File: src/hw/rtl/fir64_pkg.sv
package fir64_pkg;

	localparam int TAP_COUNT = 64;
	localparam int POS_W     = 6;
	localparam int SAMPLE_W  = 16;
	localparam int TAP_W     = 7;
	localparam int PROD_W    = SAMPLE_W + TAP_W;
	// |sum| <= 312 * 32768, fits 25 signed bits
	localparam int ACC_W     = 25;
	localparam int DIV_W     = 16;
	localparam int CNT_W     = POS_W + 1;

	// symmetric low-pass coefficients
	localparam logic signed [TAP_W-1:0] TAPS [TAP_COUNT] = '{
		  7'sd0,   7'sd0,   7'sd0,   7'sd0,   7'sd0,   7'sd0,   7'sd0,   7'sd0,
		  7'sd0,   7'sd0,  -7'sd1,  -7'sd2,  -7'sd2,  -7'sd3,  -7'sd3,  -7'sd2,
		 -7'sd1,   7'sd0,   7'sd0,   7'sd0,  -7'sd1,  -7'sd4,  -7'sd7, -7'sd10,
		-7'sd11, -7'sd10,  -7'sd6,   7'sd2,  7'sd11,  7'sd20,  7'sd28,  7'sd32,
		 7'sd32,  7'sd28,  7'sd20,  7'sd11,   7'sd2,  -7'sd6, -7'sd10, -7'sd11,
		-7'sd10,  -7'sd7,  -7'sd4,  -7'sd1,   7'sd0,   7'sd0,   7'sd0,  -7'sd1,
		 -7'sd2,  -7'sd3,  -7'sd3,  -7'sd2,  -7'sd2,  -7'sd1,   7'sd0,   7'sd0,
		  7'sd0,   7'sd0,   7'sd0,   7'sd0,   7'sd0,   7'sd0,   7'sd0,   7'sd0
	};

	typedef struct packed {
		logic signed [SAMPLE_W-1:0] sample_second;
		logic signed [SAMPLE_W-1:0] sample_first;
	} in_word_t;

	typedef struct packed {
		logic signed [SAMPLE_W-1:0]   filtered_first;
		logic signed [SAMPLE_W-1:0]   filtered_second;
		logic signed [2*SAMPLE_W-1:0] packed_word;
	} out_word_t;

	typedef struct packed {
		logic                       en;
		logic [POS_W-1:0]           addr;
		logic signed [SAMPLE_W-1:0] data;
	} ring_wr_t;

	typedef enum logic [2:0] {
		ST_IDLE,
		ST_WRITE,
		ST_MAC,
		ST_DRAIN,
		ST_DIV,
		ST_DONE
	} fsm_state_t;

endpackage

File: src/hw/rtl/fir64_ring.sv
module fir64_ring (
	input  logic                                 clk,
	input  logic                                 arst_n,
	input  fir64_pkg::ring_wr_t                  wr,
	input  logic [fir64_pkg::POS_W-1:0]          raddr,
	output logic signed [fir64_pkg::SAMPLE_W-1:0] rdata
);
	import fir64_pkg::*;

	logic signed [SAMPLE_W-1:0] mem [TAP_COUNT];
	logic [TAP_COUNT-1:0]       vld_q;
	logic signed [SAMPLE_W-1:0] rd_q;
	logic                       rd_vld_q;

	always_ff @(posedge clk) begin
		if (wr.en) begin
			mem[wr.addr] <= wr.data;
		end
		rd_q <= mem[raddr];
	end

	// entries never written read as zero
	always_ff @(posedge clk or negedge arst_n) begin
		if (!arst_n) begin
			vld_q    <= '0;
			rd_vld_q <= 1'b0;
		end else begin
			if (wr.en) begin
				vld_q[wr.addr] <= 1'b1;
			end
			rd_vld_q <= vld_q[raddr];
		end
	end

	assign rdata = rd_vld_q ? rd_q : '0;

endmodule

File: src/hw/rtl/fir64_div.sv
module fir64_div (
	input  logic                                  clk,
	input  logic                                  arst_n,
	input  logic                                  start,
	input  logic signed [fir64_pkg::ACC_W-1:0]    dividend,
	input  logic [fir64_pkg::DIV_W-1:0]           divisor,
	output logic                                  done,
	output logic signed [fir64_pkg::SAMPLE_W-1:0] quotient
);
	import fir64_pkg::*;

	localparam int STEP_W = $clog2(ACC_W);

	logic              busy_q;
	logic              done_q;
	logic [STEP_W-1:0] step_q;
	logic              neg_q;
	logic [DIV_W-1:0]  d_q;
	logic [DIV_W-1:0]  rem_q;
	logic [ACC_W-1:0]  quo_q;
	logic [DIV_W:0]    shifted;
	logic              fits;
	logic [ACC_W-1:0]  mag;
	logic [ACC_W-1:0]  quo_signed;

	assign mag     = dividend[ACC_W-1] ? ACC_W'(-dividend) : ACC_W'(dividend);
	assign shifted = {rem_q, quo_q[ACC_W-1]};
	assign fits    = shifted >= {1'b0, d_q};

	always_ff @(posedge clk or negedge arst_n) begin
		if (!arst_n) begin
			busy_q <= 1'b0;
			done_q <= 1'b0;
			step_q <= '0;
		end else begin
			done_q <= 1'b0;
			if (start) begin
				busy_q <= 1'b1;
				step_q <= '0;
			end else if (busy_q) begin
				step_q <= step_q + 1'b1;
				if (step_q == STEP_W'(ACC_W - 1)) begin
					busy_q <= 1'b0;
					done_q <= 1'b1;
				end
			end
		end
	end

	// restoring divide, one quotient bit per cycle
	always_ff @(posedge clk) begin
		if (start) begin
			neg_q <= dividend[ACC_W-1];
			d_q   <= (divisor == '0) ? DIV_W'(1) : divisor;
			rem_q <= '0;
			quo_q <= mag;
		end else if (busy_q) begin
			rem_q <= fits ? DIV_W'(shifted - {1'b0, d_q}) : shifted[DIV_W-1:0];
			quo_q <= {quo_q[ACC_W-2:0], fits};
		end
	end

	assign quo_signed = neg_q ? ACC_W'(-quo_q) : quo_q;
	assign quotient   = quo_signed[SAMPLE_W-1:0];
	assign done       = done_q;

endmodule

File: src/hw/rtl/fir_64tap_packed_sample_filter_top.sv
// 64-tap FIR filter on packed sample pairs.
//
// Input channel (in_valid/in_ready/in_data): one word holds two signed 16-bit
// samples; sample_first (low half) is filtered before sample_second.
// Output channel (out_valid/out_ready/out_data): one word per input word with
// both filtered samples and their 32-bit packed form.
// Config channel (cfg_valid/cfg_ready/cfg_data): divisor for the tap sum,
// always ready; write it only while the filter is idle. Zero acts as one.
//
// Each sample costs one ring write, 64 reads of the sample ring (one read port,
// one multiply-accumulate per cycle), a pipeline drain and a 25-step serial
// divide with its done strobe. out_valid and in_ready rise together when a
// word's result is loaded into the output register. One word is worked on at a
// time; the next word is taken as soon as the previous result sits in the
// output register.
//
// Reset clears the ring (per-entry valid bits, so no clearing pass), the write
// position and sets the divisor to one. If the receiver stalls, the finished
// word waits in the output register and the next word's result is held back
// until that one is taken.
module fir_64tap_packed_sample_filter_top (
	input  logic                            clk,
	input  logic                            arst_n,
	input  logic                            in_valid,
	output logic                            in_ready,
	input  fir64_pkg::in_word_t             in_data,
	output logic                            out_valid,
	input  logic                            out_ready,
	output fir64_pkg::out_word_t            out_data,
	input  logic                            cfg_valid,
	output logic                            cfg_ready,
	input  logic [fir64_pkg::DIV_W-1:0]     cfg_data
);
	import fir64_pkg::*;

	fsm_state_t state_q, state_d;

	logic [DIV_W-1:0]           divisor_q;
	in_word_t                   in_q;
	logic                       sel_q;        // 0: first sample, 1: second
	logic [POS_W-1:0]           wp_q;
	logic [CNT_W-1:0]           rd_cnt_q;
	logic signed [ACC_W-1:0]    acc_q;
	logic signed [SAMPLE_W-1:0] f1_q;
	out_word_t                  out_q;
	logic                       out_valid_q;

	// MAC pipeline
	logic                       vld_s1;
	logic [POS_W-1:0]           tap_idx_s1;
	logic                       vld_s2;
	logic signed [PROD_W-1:0]   prod_s2;

	// FSM outputs
	logic accept_in;
	logic ring_we;
	logic rd_issue;
	logic div_start;
	logic out_load;

	ring_wr_t                   ring_wr;
	logic [POS_W-1:0]           raddr;
	logic signed [SAMPLE_W-1:0] rdata;
	logic                       div_done;
	logic signed [SAMPLE_W-1:0] quot;
	logic                       mac_last;

	assign cfg_ready = 1'b1;

	always_ff @(posedge clk or negedge arst_n) begin
		if (!arst_n) begin
			divisor_q <= DIV_W'(1);
		end else if (cfg_valid) begin
			divisor_q <= cfg_data;
		end
	end

	assign mac_last = rd_cnt_q == CNT_W'(TAP_COUNT - 1);

	// next state
	always_comb begin
		state_d = state_q;
		case (state_q)
			ST_IDLE:  if (in_valid) begin
				state_d = ST_WRITE;
			end
			ST_WRITE: state_d = ST_MAC;
			ST_MAC:   if (mac_last) begin
				state_d = ST_DRAIN;
			end
			ST_DRAIN: if (!vld_s1 && !vld_s2) begin
				state_d = ST_DIV;
			end
			ST_DIV:   if (div_done) begin
				state_d = sel_q ? ST_DONE : ST_WRITE;
			end
			ST_DONE:  if (!out_valid_q || out_ready) begin
				state_d = ST_IDLE;
			end
			default:  state_d = ST_IDLE;
		endcase
	end

	// FSM outputs
	always_comb begin
		in_ready  = 1'b0;
		ring_we   = 1'b0;
		rd_issue  = 1'b0;
		div_start = 1'b0;
		out_load  = 1'b0;
		case (state_q)
			ST_IDLE:  in_ready  = 1'b1;
			ST_WRITE: ring_we   = 1'b1;
			ST_MAC:   rd_issue  = 1'b1;
			ST_DRAIN: div_start = !vld_s1 && !vld_s2;
			ST_DIV:   ;
			ST_DONE:  out_load  = !out_valid_q || out_ready;
			default:  ;
		endcase
	end

	assign accept_in = in_valid && in_ready;

	always_ff @(posedge clk or negedge arst_n) begin
		if (!arst_n) begin
			state_q     <= ST_IDLE;
			sel_q       <= 1'b0;
			wp_q        <= '0;
			rd_cnt_q    <= '0;
			vld_s1      <= 1'b0;
			vld_s2      <= 1'b0;
			out_valid_q <= 1'b0;
		end else begin
			state_q <= state_d;
			vld_s1  <= rd_issue;
			vld_s2  <= vld_s1;
			if (accept_in) begin
				sel_q <= 1'b0;
			end
			if (ring_we) begin
				rd_cnt_q <= '0;
			end else if (rd_issue) begin
				rd_cnt_q <= rd_cnt_q + 1'b1;
			end
			if (div_done) begin
				wp_q  <= wp_q + 1'b1;
				sel_q <= 1'b1;
			end
			if (out_load) begin
				out_valid_q <= 1'b1;
			end else if (out_ready) begin
				out_valid_q <= 1'b0;
			end
		end
	end

	// window starts one entry behind the sample just written
	assign raddr = POS_W'(wp_q - 1'b1 + rd_cnt_q[POS_W-1:0]);

	assign ring_wr.en   = ring_we;
	assign ring_wr.addr = wp_q;
	assign ring_wr.data = sel_q ? in_q.sample_second : in_q.sample_first;

	fir64_ring u_ring (
		.clk    (clk),
		.arst_n (arst_n),
		.wr     (ring_wr),
		.raddr  (raddr),
		.rdata  (rdata)
	);

	always_ff @(posedge clk) begin
		if (accept_in) begin
			in_q <= in_data;
		end
		tap_idx_s1 <= rd_cnt_q[POS_W-1:0];
		prod_s2    <= PROD_W'(rdata) * PROD_W'(TAPS[tap_idx_s1]);
		if (ring_we) begin
			acc_q <= '0;
		end else if (vld_s2) begin
			acc_q <= acc_q + {{(ACC_W-PROD_W){prod_s2[PROD_W-1]}}, prod_s2};
		end
		if (div_done && !sel_q) begin
			f1_q <= quot;
		end
		if (out_load) begin
			out_q.filtered_first  <= f1_q;
			out_q.filtered_second <= quot;
			out_q.packed_word     <= {f1_q, {SAMPLE_W{1'b0}}}
			                         + {{SAMPLE_W{quot[SAMPLE_W-1]}}, quot};
		end
	end

	fir64_div u_div (
		.clk      (clk),
		.arst_n   (arst_n),
		.start    (div_start),
		.dividend (acc_q),
		.divisor  (divisor_q),
		.done     (div_done),
		.quotient (quot)
	);

	assign out_valid = out_valid_q;
	assign out_data  = out_q;

endmodule

File: config.mk
export PLATFORM = sky130hd
export DESIGN_NAME = fir_64tap_packed_sample_filter_top
export DESIGN_NICKNAME = d
export VERILOG_FILES = /design/src/hw/rtl/fir64_pkg.sv /design/src/hw/rtl/fir64_ring.sv /design/src/hw/rtl/fir64_div.sv /design/src/hw/rtl/fir_64tap_packed_sample_filter_top.sv
export SDC_FILE = /design/constraint.sdc
export NUM_CORES = 2
export LEC_CHECK = 0
export BUFFER_PORTS_ARGS = -buffer_cell sky130_fd_sc_hd__buf_2
export CELL_PAD_IN_SITES_DETAIL_PLACEMENT = 0
export CELL_PAD_IN_SITES_GLOBAL_PLACEMENT = 1
export CORE_MARGIN = 8
export CORE_UTILIZATION = 50
export CTS_BUF_LIST = sky130_fd_sc_hd__clkbuf_8
export CTS_CLUSTER_DIAMETER = 40
export CTS_CLUSTER_SIZE = 14
export DETAILED_ROUTE_END_ITERATION = 8
export PLACE_DENSITY = 0.74
export SYNTH_ARGS = -nofsm -noshare
export SYNTH_HDL_FRONTEND = slang
export SYNTH_SLANG_ARGS = --single-unit
File: constraint.sdc
create_clock -name clk -period 16.25 [get_ports clk]
set_input_delay 1.625 -clock clk [delete_from_list [all_inputs] [get_ports clk]]
set_output_delay 1.625 -clock clk [all_outputs]
set_load 0.02 [all_outputs]
# Word level (Yosys, flattened, before mapping)
# Memory sizes are Yosys's and may differ from the RTL's. A register that Yosys moved wholly into a read port is not among the register bits.
# Cells that the tools add are included.
totals:
  ff_bits: 332
  mem_bits_rw: 1024
  rom_bits: 448
  in_bits: 53
  out_inout_bits: 67
  elab_cells: 115
  n_memories: 2
memory_table:
  columns: ["memory", "depth", "width", "read_ports", "rd_clocked_by_memory_dff", "wr", "line", "source"]
  rows:
  - ["u_ring.mem", 64, 16, 1, 1, 1, "fir64_ring.sv:10", "logic signed [SAMPLE_W-1:0] mem [TAP_COUNT];"]
  - ["(no name shown)", 64, 7, 1, 0, 0, "fir_64tap_packed_sample_filter_top.sv:177", "prod_s2 <= PROD_W'(rdata) * PROD_W'(TAPS[tap_idx_s1]);"]
classes:
  add_sub_neg: 10
  n_mul: 1
  magnitude_cmp: 5
  n_eq_ne: 12
  mux: 41
  bitwise_logic: 2
  reduce_logical: 16
ops:
  columns: ["operator", "count"]
  rows:
  - ["two-way mux 25 bit", 3]
  - ["two-way mux 16 bit", 4]
  - ["OR 64 bit", 1]
  - ["adder 32 bit", 1]
  - ["two-way mux 7 bit", 4]
  - ["adder 25 bit", 1]
  - ["negator 25 bit", 1]
  - ["multiplier 16 x 7 -> 23 bit", 1]
  - ["two-way mux 1 bit", 19]
  - ["two-way mux 3 bit", 6]
  - ["case mux 3 bit (6 select lines)", 1]
  - [">= comparator 17 x 16 -> 1 bit", 1]
  - ["logical NOT 16 bit", 1]
  - ["negator 16 bit", 1]
  - ["subtractor 16 bit", 1]
  - ["< comparator 6 x 7 -> 1 bit, second input constant", 2]
  - ["two-way mux 5 bit", 2]
  - ["!= test 2 bit, second input constant", 4]
  - ["nonzero test 2 bit", 4]
  - ["adder 7 x 1 -> 7 bit, second input constant", 1]
  - ["== test 7 x 6 -> 1 bit, second input constant", 1]
  - [">= comparator 7 bit, second input constant", 1]
  - ["inverter 6 -> 7 bit", 1]
  - ["adder 6 x 1 -> 6 bit, second input constant", 1]
  - ["16 further kinds", 24]

# Depth between registers and ports, before layout
depth:
  word_depth: 5
  mapped_depth: 26

# Cells and area by module
# From an unflattened synthesis, not the netlist that was laid out.
hier_totals:
  hier_cells: 3591
  area_unflattened_um2: 59727.3
by_module_without_submodules:
  columns: ["mod", "instances", "cells_per_inst", "area_per_inst_um2", "seq_area_each_um2"]
  rows:
  - ["fir64_ring", 1, 1892, 42424.4, 32696.4]
  - ["fir_64tap_packed_sample_filter_top", 1, 1214, 12886.1, 4865.9]
  - ["fir64_div", 1, 485, 4416.7, 1756.7]

# Worst setup path after synthesis
# OpenSTA, ideal clock, no wires.
synth_path:
  kind: "register -> register"
  from: "register tap_idx_s1[1]"
  to: "register prod_s2[22]"
  arrival_time_ns: 6.045
  required_time_ns: 16.178
  path_slack_ns: 10.133
  path_stages_with_launch: 23
  cell_sequence: "dfxtp_1 inv_1 ha_1 o31ai_1 nor2_1 o21ai_1 a21boi_1 clkbuf_1 nor2_1 fa_1 fa_1 fa_1 inv_1 fa_1 inv_1 ha_1 a2111oi_0 o21ai_0 a41oi_1 o211ai_1 a211o_1 a21oi_1 xnor2_1"
synth_via:
  elab_chain_len: 5
synth_lines:
  columns: ["item", "line", "source"]
  rows:
  - ["start, declared", "fir_64tap_packed_sample_filter_top.sv:50", "logic [POS_W-1:0] tap_idx_s1;"]
  - ["start signal, assigned", "fir_64tap_packed_sample_filter_top.sv:176", "tap_idx_s1 <= rd_cnt_q[POS_W-1:0];"]
  - ["inverter 6 -> 7 bit (not written as such)", "fir_64tap_packed_sample_filter_top.sv:177", null]
  - ["memory (64 x 7 bit)", null, null]
  - ["two-way mux 7 bit (not written as such) (2 in series)", "fir_64tap_packed_sample_filter_top.sv:177", null]
  - ["multiplier 16 x 7 -> 23 bit", "fir_64tap_packed_sample_filter_top.sv:177", null]
  - ["end signal, assigned", "fir_64tap_packed_sample_filter_top.sv:177", null]
  - ["end, declared", "fir_64tap_packed_sample_filter_top.sv:52", "logic signed [PROD_W-1:0] prod_s2;"]
# No other way between the ends. The select of a mux whose other input is x is not followed.
# A chain may end at the register's enable or synchronous reset.

# Worst setup path in the final report
layout_path:
  from: "register tap_idx_s1[2]"
  to: "register prod_s2[22]"
# The elaborated chain is that of the path after synthesis.

==> out/qor.txt <==
Syn_nets - 3,687
Pins Over Slew Limit - 0
Cell Chain, Critical Path - a21oi_1, nand2b_1, a21bo_2, o21ai_1, a21boi_1, buf_4, nor2_1, fa_1, fa_1, fa_1, inv_1, fa_1, inv_1, ha_1, a2111oi_0, o21ai_0, a41oi_1, o211ai_1, a211o_1, a21oi_1, xnor2_1
Vias in the first global route - 31,090
Nets - 3,897
Cell Pwr Density - 191.1 nW/um^2
Clock sink count - 1,356
Clock Pin Slew Worst Setup and Hold Paths - 0.08 ns
Resized cells post-CTS - 0
Number of synthesized register bits - 1,356
# fillers - 9,090
Dominant cell type by area after synthesis - edfxtp_1
VDD IR max - 288.0 uV
Mapped Area - 58,900 um^2
Critical path capture point type - register
Total Wirelength - 131.8 mm
Total core area - 117,500 um^2
Cell with the most instances after synthesis - edfxtp_1
Worst setup SP type - register
Setup TNS - 0 ns
Ports - 120
Setup Fix Bufs, Post-CTS - 0
Rows - 126
CTS max path bufs - 3
Critical path origin - tap_idx_s1[2]
Setup-failing EPs final - 0
Root Driver - clkbuf_8
RSZ-0062 raised after global routing - false
Worst min path class - register to register
Synth-to-Final Area Change - 10.72%
Slew margin rel. - 15.18%
Die X - 359.2 um
Lkg Pwr - 23.07 nW
Initial core utilization - 50.14%
Ys flop type - edfxtp_1
Num CTS Buffers - 159
Avg Cell Area, Syn - 17.20 um^2
Total congestion overflow - 0
Worst r2r src - tap_idx_s1[2]
Die Y - 359.2 um
First-pass GRT wire length - 198.2 mm
CP arrival - 7.84 ns
Library cells used by synthesis - 78
Synth Instances - 3,424
Via/cell ratio - 5.751
Status - finished clean
Initial antenna violation count - 7
Antenna violation net count after detailed routing - 0
Wirelength per Cell - 24.86 um
Tmin final - 7.094 ns
Fmax - 0.1410 GHz
Synth area leaders - edfxtp_1, mux4_2, dfrtp_1
EDFF count, synth - 1,162
H-tree depth - 4
Fin. Hold Viols - 0
Most frequent cells after synthesis - edfxtp_1, mux4_2, nor2_1
Buf+Inv Stages, Crit Path - 3
Vias post-DR - 30,500
DRT Pass-1 Iters - 5
Total Power - 0.01246 W
Cts hold-fix bufs - 0
WS Path Type - register to register
Slowest CP cell - dfxtp_1
Crit-path max FO - 29
Layout cells sized above 1 - 27.47%
Final Cycle Share - 43.66%
Hold slack - 0.4542 ns
R2r setup slk - 9.16 ns
GRT Total Usage - 20.30%
Synth async-reset ratio - 7.965%
Worst-margin pin slew - 1.266 ns
Largest delay share family, worst path - compound AO/OA/AOI/OAI gates
CP max stage delay - 0.86 ns
Worst EP required - 16.99 ns
PortBufs - 118
RD Place Congestion - 0.7947
Worst path most repeated cell - fa_1
HPWL Detailed - 79.75 mm
Synth top area share - 59.25%
DRC viols - 0
Syn. warnings - 0
HP Start - vld_s1
Worst-skew pair later-pin latency - 0.87 ns
Die area - 129,000 um^2
Worst clock skew - 0.07783 ns
Post-synthesis sequential area ratio - 66.76%
# Max-Cap Violations - 0
DRC marker count from the first detailed-route iteration - 2,528
Largest net degree at the start of global routing - 147
CTS tree - built
[registers in the layout, indices dropped and copies added, names as in the netlist, 3 cells and up]
register,count
out_data,48
u_div.quo_q,25
u_div.step_q,5
u_div.rem_q,16
u_ring.rd_q,16
state_q,3
prod_s2,23
rd_cnt_q,7
in_q,32
u_div.d_q,16
u_ring.vld_q,64
divisor_q,16
f1_q,16
u_ring.mem,1024
wp_q,6
tap_idx_s1,6
acc_q,25
[placed cells by master, fill, tap and decap left out, types with 19 or more instances in the layout]
cell type | netlist | routed
buf_2 | 11 | 117
or2_2 | 85 | 85
dfxtp_1 | 86 | 86
mux2_2 | 32 | 32
clkinv_2 | 0 | 19
nand2b_1 | 24 | 23
nor2_2 | 0 | 40
fa_1 | 89 | 88
inv_6 | 0 | 21
mux4_2 | 357 | 357
dfrtp_1 | 107 | 107
a21oi_1 | 92 | 92
clkbuf_8 | 0 | 166
o21ai_0 | 106 | 106
nor2_1 | 236 | 195
nand2_1 | 124 | 124
nand3_1 | 24 | 24
buf_4 | 18 | 106
xor2_1 | 38 | 36
edfxtp_1 | 1162 | 1162
ha_1 | 121 | 119
xnor2_1 | 76 | 74
nor3_1 | 28 | 28
clkinv_4 | 0 | 20
inv_1 | 178 | 195
a21o_1 | 23 | 23
mux2i_1 | 26 | 26
[stage by stage]
stage / cell area (um^2) / std cells / setup WS, ns / utilization [%]
floorplan: 58900 / 3424 / 10.13 / -
global placement: 61690 / 5009 / 9.282 / 52.52
detailed placement: 61690 / 5009 / 9.167 / 52.52
CTS: 65200 / 5297 / 9.110 / 55.51
global route: 65210 / 5301 / 8.433 / 55.52
finish: 65210 / 5303 / 9.156 / 55.52
[cell type report]
cell class                 count  area [um^2]  share of cell area [%]
inverter                     179        671.9                   1.030
timing repair buffer         225         1421                   2.180
sequential                  1356        39320                   60.29
clock inverter               122         1226                   1.880
multi-input combinational   1713        18350                   28.14
tap                         1536         1922                   2.947
clock buffer                 166         2285                   3.504
antenna                        6        15.01                 0.02302
[logic make-up (layout without fill, tap and decap cells)]
group	count (synthesis)	count (layout)	share of synthesized area [%]
xor gates and xnor gates	114	114	1.695
muxes	415	415	14.71
adders and majority gates	210	210	5.596
other	1	7	0.006367
buffers and inverters	355	692	2.401
DFF	1356	1356	66.76
and+or+nand+nor	610	610	4.956
AOI/OAI and AO/OA	363	363	3.879
[per-layer routing]
metal	global-route usage, %	routed length, um	vias up
met1	27.39	55050	15820
met4	6.195	3295	0
li1	-	-	13620
met3	3.480	7857	170
met2	33.96	65640	884
met5	0	0	-
[where the power goes]
group / switching [W] / internal (W) / leakage [nW]
combinational: 0.00302 / 0.00246 / 8.62
sequential: 0.000197 / 0.00423 / 12.6
clock: 0.00132 / 0.00123 / 1.82
[path summary, 6_finish.rpt]
check                              endpoint  cells after the start
min                                  vld_s2                      0
min in group asynchronous  u_ring.vld_q[53]                      1
max                             prod_s2[22]                     21
min reg2reg                          vld_s2                      0
max reg2reg                     prod_s2[22]                     21
max in group asynchronous       rd_cnt_q[0]                      2
(Power assumes the default switching activity.)
